File: src/sv/eight_bit_alu_with_flags_assert.svh
// Assertion macros used by the ALU top file.
`ifndef EIGHT_BIT_ALU_WITH_FLAGS_ASSERT_SVH
`define EIGHT_BIT_ALU_WITH_FLAGS_ASSERT_SVH

// Checked on every edge outside reset.
`define EALU_ASSERT(lbl, prop, msg) \
	lbl: assert property (@(posedge clk) disable iff (!arst_n) prop) else $error(msg);

// Checked on every edge, reset included.
`define EALU_ASSERT_ALWAYS(lbl, prop, msg) \
	lbl: assert property (@(posedge clk) prop) else $error(msg);

`endif

File: src/sv/ealu_pkg.sv
`timescale 1ns / 1ps

package ealu_pkg;

	// Operation codes
	typedef enum logic [3:0] {
		OP_ADC = 4'd0,
		OP_SBC = 4'd1,
		OP_AND = 4'd2,
		OP_ORA = 4'd3,
		OP_EOR = 4'd4,
		OP_BIT = 4'd5,
		OP_CMP = 4'd6,
		OP_CPX = 4'd7,
		OP_CPY = 4'd8,
		OP_ASL = 4'd9,
		OP_LSR = 4'd10,
		OP_ROL = 4'd11,
		OP_ROR = 4'd12,
		OP_LDA = 4'd13,
		OP_LDX = 4'd14,
		OP_LDY = 4'd15
	} opcode_t;

	localparam logic [7:0] BYTE_ZERO = 8'h00;

	// Input beat
	typedef struct packed {
		logic [3:0] opcode;
		logic [7:0] operand;
	} req_t;

	// Result beat
	typedef struct packed {
		logic [7:0] result_byte;
		logic       carry_out;
		logic       zero_out;
		logic       overflow_out;
		logic       negative_out;
	} rsp_t;

	// Architectural registers and flags
	typedef struct packed {
		logic [7:0] a;
		logic [7:0] x;
		logic [7:0] y;
		logic       c;
		logic       z;
		logic       v;
		logic       n;
	} arch_t;

endpackage

File: src/sv/eight_bit_alu_with_flags.sv
`timescale 1ns / 1ps
// 6502-style ALU with A, X, Y and the C, Z, V, N flags.
// Input channel req (req_valid/req_ready) carries one beat: a 4-bit opcode
// and an 8-bit operand. Output channel rsp (rsp_valid/rsp_ready) returns one
// beat per input: the produced byte and the four flags after the operation.
// Path: an accepted beat is held in the input register, executes against
// the current registers and flags, and then moves to the result register.
// Throughput: one beat per cycle while rsp_ready is high. The execute step
// is a single 8-bit add or subtract plus selection, and its result feeds
// A, X, Y and the flags back in the same cycle, so consecutive beats chain
// without bubbles.
// Reset (arst_n low, asynchronous): A, X, Y and all flags clear to zero and
// both pipeline registers empty.
// Receiver stall: the result register holds its beat while rsp_ready is low;
// the input register still takes one more beat, after which req_ready drops
// until the result is taken. No beat is dropped or repeated.
module eight_bit_alu_with_flags import ealu_pkg::*; (
	input  logic clk,
	input  logic arst_n,
	input  logic req_valid,
	output logic req_ready,
	input  req_t req,
	output logic rsp_valid,
	input  logic rsp_ready,
	output rsp_t rsp
);

	`include "eight_bit_alu_with_flags_assert.svh"

	logic  s1_valid_q;
	req_t  s1_q;
	logic  out_valid_q;
	rsp_t  out_q;
	logic  adv;
	arch_t cur;
	arch_t nxt;
	rsp_t  res;

	// Stage advances when the result register is free or being drained
	assign adv       = s1_valid_q && (!out_valid_q || rsp_ready);
	assign req_ready = !s1_valid_q || adv;

	// Input register
	always_ff @(posedge clk or negedge arst_n) begin
		if (!arst_n) begin
			s1_valid_q <= 1'b0;
		end else if (req_valid && req_ready) begin
			s1_valid_q <= 1'b1;
		end else if (adv) begin
			s1_valid_q <= 1'b0;
		end
	end

	always_ff @(posedge clk) begin
		if (req_valid && req_ready) begin
			s1_q <= req;
		end
	end

	ealu_exec u_exec (
		.cur  (cur),
		.item (s1_q),
		.nxt  (nxt),
		.res  (res)
	);

	ealu_state u_state (
		.clk    (clk),
		.arst_n (arst_n),
		.en     (adv),
		.nxt    (nxt),
		.cur    (cur)
	);

	// Result register
	always_ff @(posedge clk or negedge arst_n) begin
		if (!arst_n) begin
			out_valid_q <= 1'b0;
		end else if (adv) begin
			out_valid_q <= 1'b1;
		end else if (rsp_ready) begin
			out_valid_q <= 1'b0;
		end
	end

	always_ff @(posedge clk) begin
		if (adv) begin
			out_q <= res;
		end
	end

	assign rsp_valid = out_valid_q;
	assign rsp       = out_q;

	// Checks
	`EALU_ASSERT(a_s1_hold, s1_valid_q && !adv |=> s1_valid_q && $stable(s1_q), "input beat lost")
	`EALU_ASSERT(a_state_hold, !adv |=> $stable(cur), "state changed without a beat")
	`EALU_ASSERT(a_adv_result, adv |=> out_valid_q, "executed beat gave no result")
	`EALU_ASSERT_ALWAYS(a_ready_free, !out_valid_q |-> req_ready, "ready low with empty output")

endmodule

File: src/sv/ealu_exec.sv
`timescale 1ns / 1ps

module ealu_exec import ealu_pkg::*; (
	input  arch_t cur,
	input  req_t  item,
	output arch_t nxt,
	output rsp_t  res
);

	logic [7:0] m;
	logic [7:0] add_m;
	logic [8:0] sum;
	logic [7:0] cmp_reg;
	logic [8:0] diff;
	logic [7:0] r;

	assign m = item.operand;

	// Shared adder for ADC and SBC (SBC adds the inverted operand)
	assign add_m = (opcode_t'(item.opcode) == OP_SBC) ? ~m : m;
	assign sum   = {1'b0, cur.a} + {1'b0, add_m} + {8'd0, cur.c};

	// Shared subtractor for the compares
	always_comb begin
		unique case (opcode_t'(item.opcode))
			OP_CPX:  cmp_reg = cur.x;
			OP_CPY:  cmp_reg = cur.y;
			default: cmp_reg = cur.a;
		endcase
	end
	assign diff = {1'b0, cmp_reg} - {1'b0, m};

	// Operation select and state update
	always_comb begin
		nxt = cur;
		r   = m;
		unique case (opcode_t'(item.opcode))
			OP_ADC, OP_SBC: begin
				r     = sum[7:0];
				nxt.a = sum[7:0];
				nxt.c = sum[8];
				nxt.v = (cur.a[7] ^ sum[7]) & (add_m[7] ^ sum[7]);
			end
			OP_AND: begin
				r     = cur.a & m;
				nxt.a = r;
			end
			OP_ORA: begin
				r     = cur.a | m;
				nxt.a = r;
			end
			OP_EOR: begin
				r     = cur.a ^ m;
				nxt.a = r;
			end
			OP_BIT: begin
				r = cur.a & m;
			end
			OP_CMP, OP_CPX, OP_CPY: begin
				r     = diff[7:0];
				nxt.c = ~diff[8];
			end
			OP_ASL: begin
				r     = {m[6:0], 1'b0};
				nxt.c = m[7];
			end
			OP_LSR: begin
				r     = {1'b0, m[7:1]};
				nxt.c = m[0];
			end
			OP_ROL: begin
				r     = {m[6:0], cur.c};
				nxt.c = m[7];
			end
			OP_ROR: begin
				r     = {cur.c, m[7:1]};
				nxt.c = m[0];
			end
			OP_LDA: nxt.a = m;
			OP_LDX: nxt.x = m;
			OP_LDY: nxt.y = m;
		endcase

		// Z and N: BIT takes N and V from the operand, all others from the byte
		nxt.z = (r == BYTE_ZERO);
		if (opcode_t'(item.opcode) == OP_BIT) begin
			nxt.n = m[7];
			nxt.v = m[6];
		end else begin
			nxt.n = r[7];
		end
	end

	assign res.result_byte  = r;
	assign res.carry_out    = nxt.c;
	assign res.zero_out     = nxt.z;
	assign res.overflow_out = nxt.v;
	assign res.negative_out = nxt.n;

endmodule

File: src/sv/ealu_state.sv
`timescale 1ns / 1ps

module ealu_state import ealu_pkg::*; (
	input  logic  clk,
	input  logic  arst_n,
	input  logic  en,
	input  arch_t nxt,
	output arch_t cur
);

	arch_t state_q;

	// A, X, Y and flags, written once per executed beat
	always_ff @(posedge clk or negedge arst_n) begin
		if (!arst_n) begin
			state_q <= '0;
		end else if (en) begin
			state_q <= nxt;
		end
	end

	assign cur = state_q;

endmodule
File: config.mk
export PLATFORM = sky130hd
export DESIGN_NAME = eight_bit_alu_with_flags
export DESIGN_NICKNAME = d
export VERILOG_FILES = /design/src/sv/ealu_pkg.sv /design/src/sv/eight_bit_alu_with_flags.sv /design/src/sv/ealu_exec.sv /design/src/sv/ealu_state.sv
export VERILOG_INCLUDE_DIRS = /design/src /design/src/sv
export SDC_FILE = /design/constraint.sdc
export NUM_CORES = 1
export LEC_CHECK = 0
export BUFFER_PORTS_ARGS = -buffer_cell sky130_fd_sc_hd__buf_2
export CORE_ASPECT_RATIO = 2
export CORE_MARGIN = 8
export CORE_UTILIZATION = 50
export DETAILED_ROUTE_END_ITERATION = 16
export PLACE_DENSITY = 0.69
export SETUP_SLACK_MARGIN = 0.02
export SYNTH_ARGS = -nofsm -noshare
export SYNTH_HDL_FRONTEND = slang
export SYNTH_SLANG_ARGS = --single-unit
File: constraint.sdc
create_clock -name clk -period 8.13 [get_ports clk]
set_clock_uncertainty 0.05 [all_clocks]
set_input_delay 0.4065 -clock clk [delete_from_list [all_inputs] [get_ports clk]]
set_output_delay 0.4065 -clock clk [all_outputs]
set_load 0.005 [all_outputs]
# After elaboration in Yosys (flattened, before gate mapping)
# Cells that the tools add are included.
# W data, S select, Z words.
op_classes:
  n_eq_ne: 15
  reduce_logical: 19
  muxes: 12
  n_bitwise: 8
  addsub: 3
op_table:
  columns: ["op", "count"]
  rows:
  - ["$pmux W8 S9", 1]
  - ["$pmux W8 S5", 1]
  - ["$eq A4 B4 Y1 const B", 8]
  - ["$eq A4 B3 Y1 const B", 4]
  - ["$pmux W8 S2", 1]
  - ["$add A8 B8 Y9", 1]
  - ["$add A9 B1 Y9", 1]
  - ["$sub A8 B8 Y9", 1]
  - ["$and A8 B8 Y8", 1]
  - ["$eq A4 B2 Y1 const B", 2]
  - ["$logic_not A8 Y1", 1]
  - ["$mux W8", 1]
  - ["$not A8 Y8", 1]
  - ["$or A8 B8 Y8", 1]
  - ["$reduce_or A2 Y1", 4]
  - ["$xor A8 B8 Y8", 1]
  - ["$mux W1", 7]
  - ["$reduce_and A2 Y1", 3]
  - ["$reduce_bool A5 Y1", 1]
  - ["$eq A4 B1 Y1 const B", 1]
  - ["$logic_not A4 Y1", 1]
  - ["$pmux W1 S4", 1]
  - ["$reduce_bool A2 Y1", 2]
  - ["$reduce_or A3 Y1", 1]
  - ["other kinds (6)", 10]
totals:
  input_bits: 16
  word_cells: 71
  register_bits: 52
  output_inout_bits: 14

# Depth between registers and ports, before layout
depth:
  depth_word: 8
  ltp_mapped: 18
  mapped_depth_nobuf: 14

# Cells and area by module
# A second synthesis with hierarchy kept.
unflattened:
  cells_unflattened: 504
  hier_area_um2: 4625.7
by_module_without_submodules:
  columns: ["mod", "instances", "seq_area_each_um2", "cells_each", "area_per_inst_um2"]
  rows:
  - ["ealu_exec", 1, 0.0, 413, 2658.8]
  - ["ealu_state", 1, 700.7, 59, 1142.3]
  - ["eight_bit_alu_with_flags", 1, 770.7, 32, 824.5]

# Worst setup path after synthesis
# No wires, ideal clock.
synth_timing:
  path_type: "register -> register"
  startpoint: "register s1_q[11] in the netlist's numbering"
  endpoint: "register out_q, in the netlist rsp[2], data pin"
  path_stages_with_launch: 17
  t_arrival_ps: 3548
  t_required_ps: 7910
  n_path_buf: 5
  synth_period_minus_slack_ps: 3768
  setup_slack_ps: 4362
  setup_ps: 170
  cell_sequence: "edfxtp_1 -> buf_6 -> buf_6 -> buf_6 -> clkbuf_1 -> nor3_2 -> clkbuf_1 -> a22o_1 -> a21oi_1 -> ha_1 -> fa_1 -> inv_1 -> a22o_1 -> a22o_1 -> a211o_1 -> or3_1 -> nor4_2"
synth_rtl:
  columns: ["element", "line_no", "source"]
  rows:
  - ["start, declared", "eight_bit_alu_with_flags.sv:31", "req_t s1_q;"]
  - ["start signal, assigned", "eight_bit_alu_with_flags.sv:56", "s1_q <= req;"]
  - ["end signal, assigned", "eight_bit_alu_with_flags.sv:88", "out_q <= res;"]
  - ["end, declared", "eight_bit_alu_with_flags.sv:33", "rsp_t out_q;"]

==> results.cfg <==
[run_status]
status = completed

[grt]
grt_max_degree = 39
use_met2_pct = 39.25
grt_pass1_vias = 3598
grt_overflow = 0
met1_usage_pct = 26.05
met3_usage_pct = 2.952
grt_first_pass_wirelength_mm = 20.64
gr-max-usage-layer = met2
antenna_found_initial = 0
grt_usage_pct = 23.14

[placement]
dpl.hpwl_mm = 10.24
portBuffers = 29
gp_routability_congestion = 1.008

[worst_setup_path]
cp-end-kind = register
path_cells = buf_4 > inv_2 > and3_1 > xnor2_1 > fa_1 > fa_1 > nand3_1 > nand2_1 > xnor2_1 > a2bb2oi_1 > o21ai_1 > or3_1 > nor4_2
worstSetupPathType = register to register
crit_slowest_cell = and3_1
cp.arrival_ns = 4.17
cp_slowest_stage_delay_ns = 0.53
cp_max_fo = 35
cp.required_ns = 8.22
start_kind = register

[layout]
fin_nets = 533
area_delta_synth_final_pct = 6.191
layout-drive-gt1-share_pct = 12.42

[cts]
clockBufferDepth = 2
path_clk_slew_ns = 0.07
cts_hold_buf = 0
cts_setup_buffers = 0
ctsHtreeMaxLevel = 2
insertion_delay_ns = 0.30
cts_tree = yes
cts_buffers = 5
numClockSinks = 52
ctsRootBufferMaster = clkbuf_16
cts_resized = 0

[sta]
hold_violations = 0
period_share_pct = 50.23
tns_ns = 0
final_max_slew_viol_count = 0
setup_viol = 0
post-route-min-period_ns = 4.084
fmax_mhz = 244.9
rsz0062_at_grt = false
maxSlewHeadroom_pct = 19.38
tightest_slew_ns = 1.201

[power_and_ir_drop]
power_switching_w = 0.0005109
p_per_area_nw_per_um2 = 274.4
power_frac_comb_pct = 49.8
seqPwrFrac_pct = 32.0
p_leak_nw = 1.927
switching_share_pct = 41.11
finalPower_w = 0.001243
clkPwrFrac_pct = 18.2
ir_worst_vdd_mv = 0.1502
power.internal_w = 0.0007318

[logic_synthesis]
ys_types = 74
syn_area_um2 = 4264
synth.top_cell.area_share_pct = 16.90
syn_nets = 520
ys_seq_elements = 52
async_flop_share_pct = 53.85
yosys-top-cells-area = edfxtp_1 17%, dfrtp_1 16%, ha_1 9.4%
ys_seq_area_share_pct = 33.33
synth_edf_count = 24
ys_warn_count = 0
synth_cells = 469
synthDominantAreaCellType = edfxtp_1
synth_ff_type = dfrtp_1
avgSynthCellArea_um2 = 9.092

[detailed_routing]
drtAntennaViolNets = 0
vias_per_cell = 6.531
drt-pass1-iter-count = 5
drtIter0Drc = 363
wl_per_cell_um = 22.91
num_vias = 3801
drc = 0
wl_mm = 13.33

[min_path]
hp-class = primary input to asynchronous set/reset pin

[floorplanning]
die-area_um2 = 11920
core.rowCount = 47
core_um2 = 8292
die_h_um = 146.6
initial_core_util_pct = 51.43
pin_count = 30
die_x_um = 81.30

[job]
maxCapViolations = 0
routing by layer:
layer	wire length, µm	vias up
met2	6895	171
li1	-	1762
met3	707	53
met4	793	0
met5	0	-
met1	4938	1815
area by class of cell:
class / count / area (µm²)
fill: 751 / 3764
clock inverter: 2 / 13.76
multi-input combinational: 362 / 2541
sequential: 52 / 1421
inverter: 26 / 97.59
timing repair buffer: 35 / 190.2
tap: 98 / 122.6
clock buffer: 6 / 138.9
antenna: 1 / 2.502
placed cells by master (no fill, tap or decap), types with 8 or more instances in the layout:
cell type / Yosys / final
a211oi_1: 8 / 8
a21oi_1: 25 / 25
a221o_1: 8 / 8
buf_2: 7 / 29
dfrtp_1: 28 / 28
edfxtp_1: 24 / 24
ha_1: 32 / 32
inv_1: 23 / 23
nand2_1: 39 / 39
nand2b_1: 9 / 9
nand3_1: 12 / 12
nor2_1: 30 / 30
nor2b_1: 11 / 11
nor3_1: 15 / 15
o21ai_0: 36 / 36
xnor2_1: 15 / 15
critical path, delay by kind of cell (launching register included):
| family | cells | cell delay, ns |
|---|---|---|
| xor gates and xnor gates | 2 | 0.44 |
| buffers and inverters | 2 | 0.56 |
| AOI/OAI and AO/OA | 2 | 0.28 |
| and+or+nand+nor | 5 | 1.33 |
| DFF | 1 | 0.35 |
| adders and majority gates | 2 | 0.89 |
path summary, 6_finish.rpt:
kind / slack (ns) / cells after the start / end / from
worst max-delay path: 4.05 / 13 / rsp[2]$_DFFE_PP_ / s1_q[11]$_DFFE_PP_
worst min-delay path: 0.09 / 1 / u_state.cur[25]$_DFFE_PN0P_ / arst_n
worst max register to register: 4.05 / 13 / rsp[2]$_DFFE_PP_ / s1_q[11]$_DFFE_PP_
worst min register to register: 0.43 / 2 / u_state.cur[14]$_DFFE_PN0P_ / u_state.cur[14]$_DFFE_PN0P_
max in group asynchronous: 7.48 / 1 / u_state.cur[24]$_DFFE_PN0P_ / arst_n
min in group clk: 0.22 / 1 / s1_q[9]$_DFFE_PP_ / req[9]
synthesized netlist by cell type, types with 4 or more instances:
master     instances
nand2_1           39
o21ai_0           36
ha_1              32
nor2_1            30
dfrtp_1           28
a21oi_1           25
edfxtp_1          24
inv_1             23
nor3_1            15
xnor2_1           15
nand3_1           12
nor2b_1           11
buf_6             10
clkbuf_1           9
nand2b_1           9
a211oi_1           8
a221o_1            8
a22o_1             7
a22oi_1            7
buf_2              7
o21a_1             6
or3_1              6
a21o_1             5
a221oi_1           4
a2bb2oi_1          4
and3b_1            4
o21ai_1            4
o22ai_1            4
registers in the layout, indices dropped and copies added, names as in the netlist:
register and cells:
s1_q 12, s1_valid_q 1, rsp_valid 1, u_state.cur 26, rsp 12
power by group through the flow:
stage,Clock [W],Combinational [W],Sequential [W]
2_1_floorplan,0,0.000464,0.000383
3_3_place_gp,0,0.000606,0.000403
3_5_place_dp,0,0.000608,0.000403
4_1_cts,0.000230,0.000612,0.000397
5_1_grt,0.000240,0.000678,0.000404
6_report,0.000226,0.000618,0.000398
cells by family after synthesis:
group                      after synthesis  synth area share, %
AOI/OAI and AO/OA                      151                24.74
xor gates and xnor gates                16                3.287
adders and majority gates               37                11.27
buffers and inverters                   55                7.071
DFF                                     52                33.33
muxes                                    5                1.232
and+or+nand+nor                        153                19.07
metrics by stage:
stage	utilization [%]	instance area, µm²	hold WS [ns]	setup slack, ns	std cells
2_1_floorplan	-	4264	0.06091	4.362	469
3_3_place_gp	52.74	4373	0.4119	4.113	573
3_5_place_dp	52.74	4373	0.4225	4.105	573
4_1_cts	54.58	4526	0.1154	4.087	581
5_1_grt	54.58	4526	0.1456	3.836	581
6_report	54.61	4528	0.09114	4.046	582
Power figures use the tool's default switching activity.
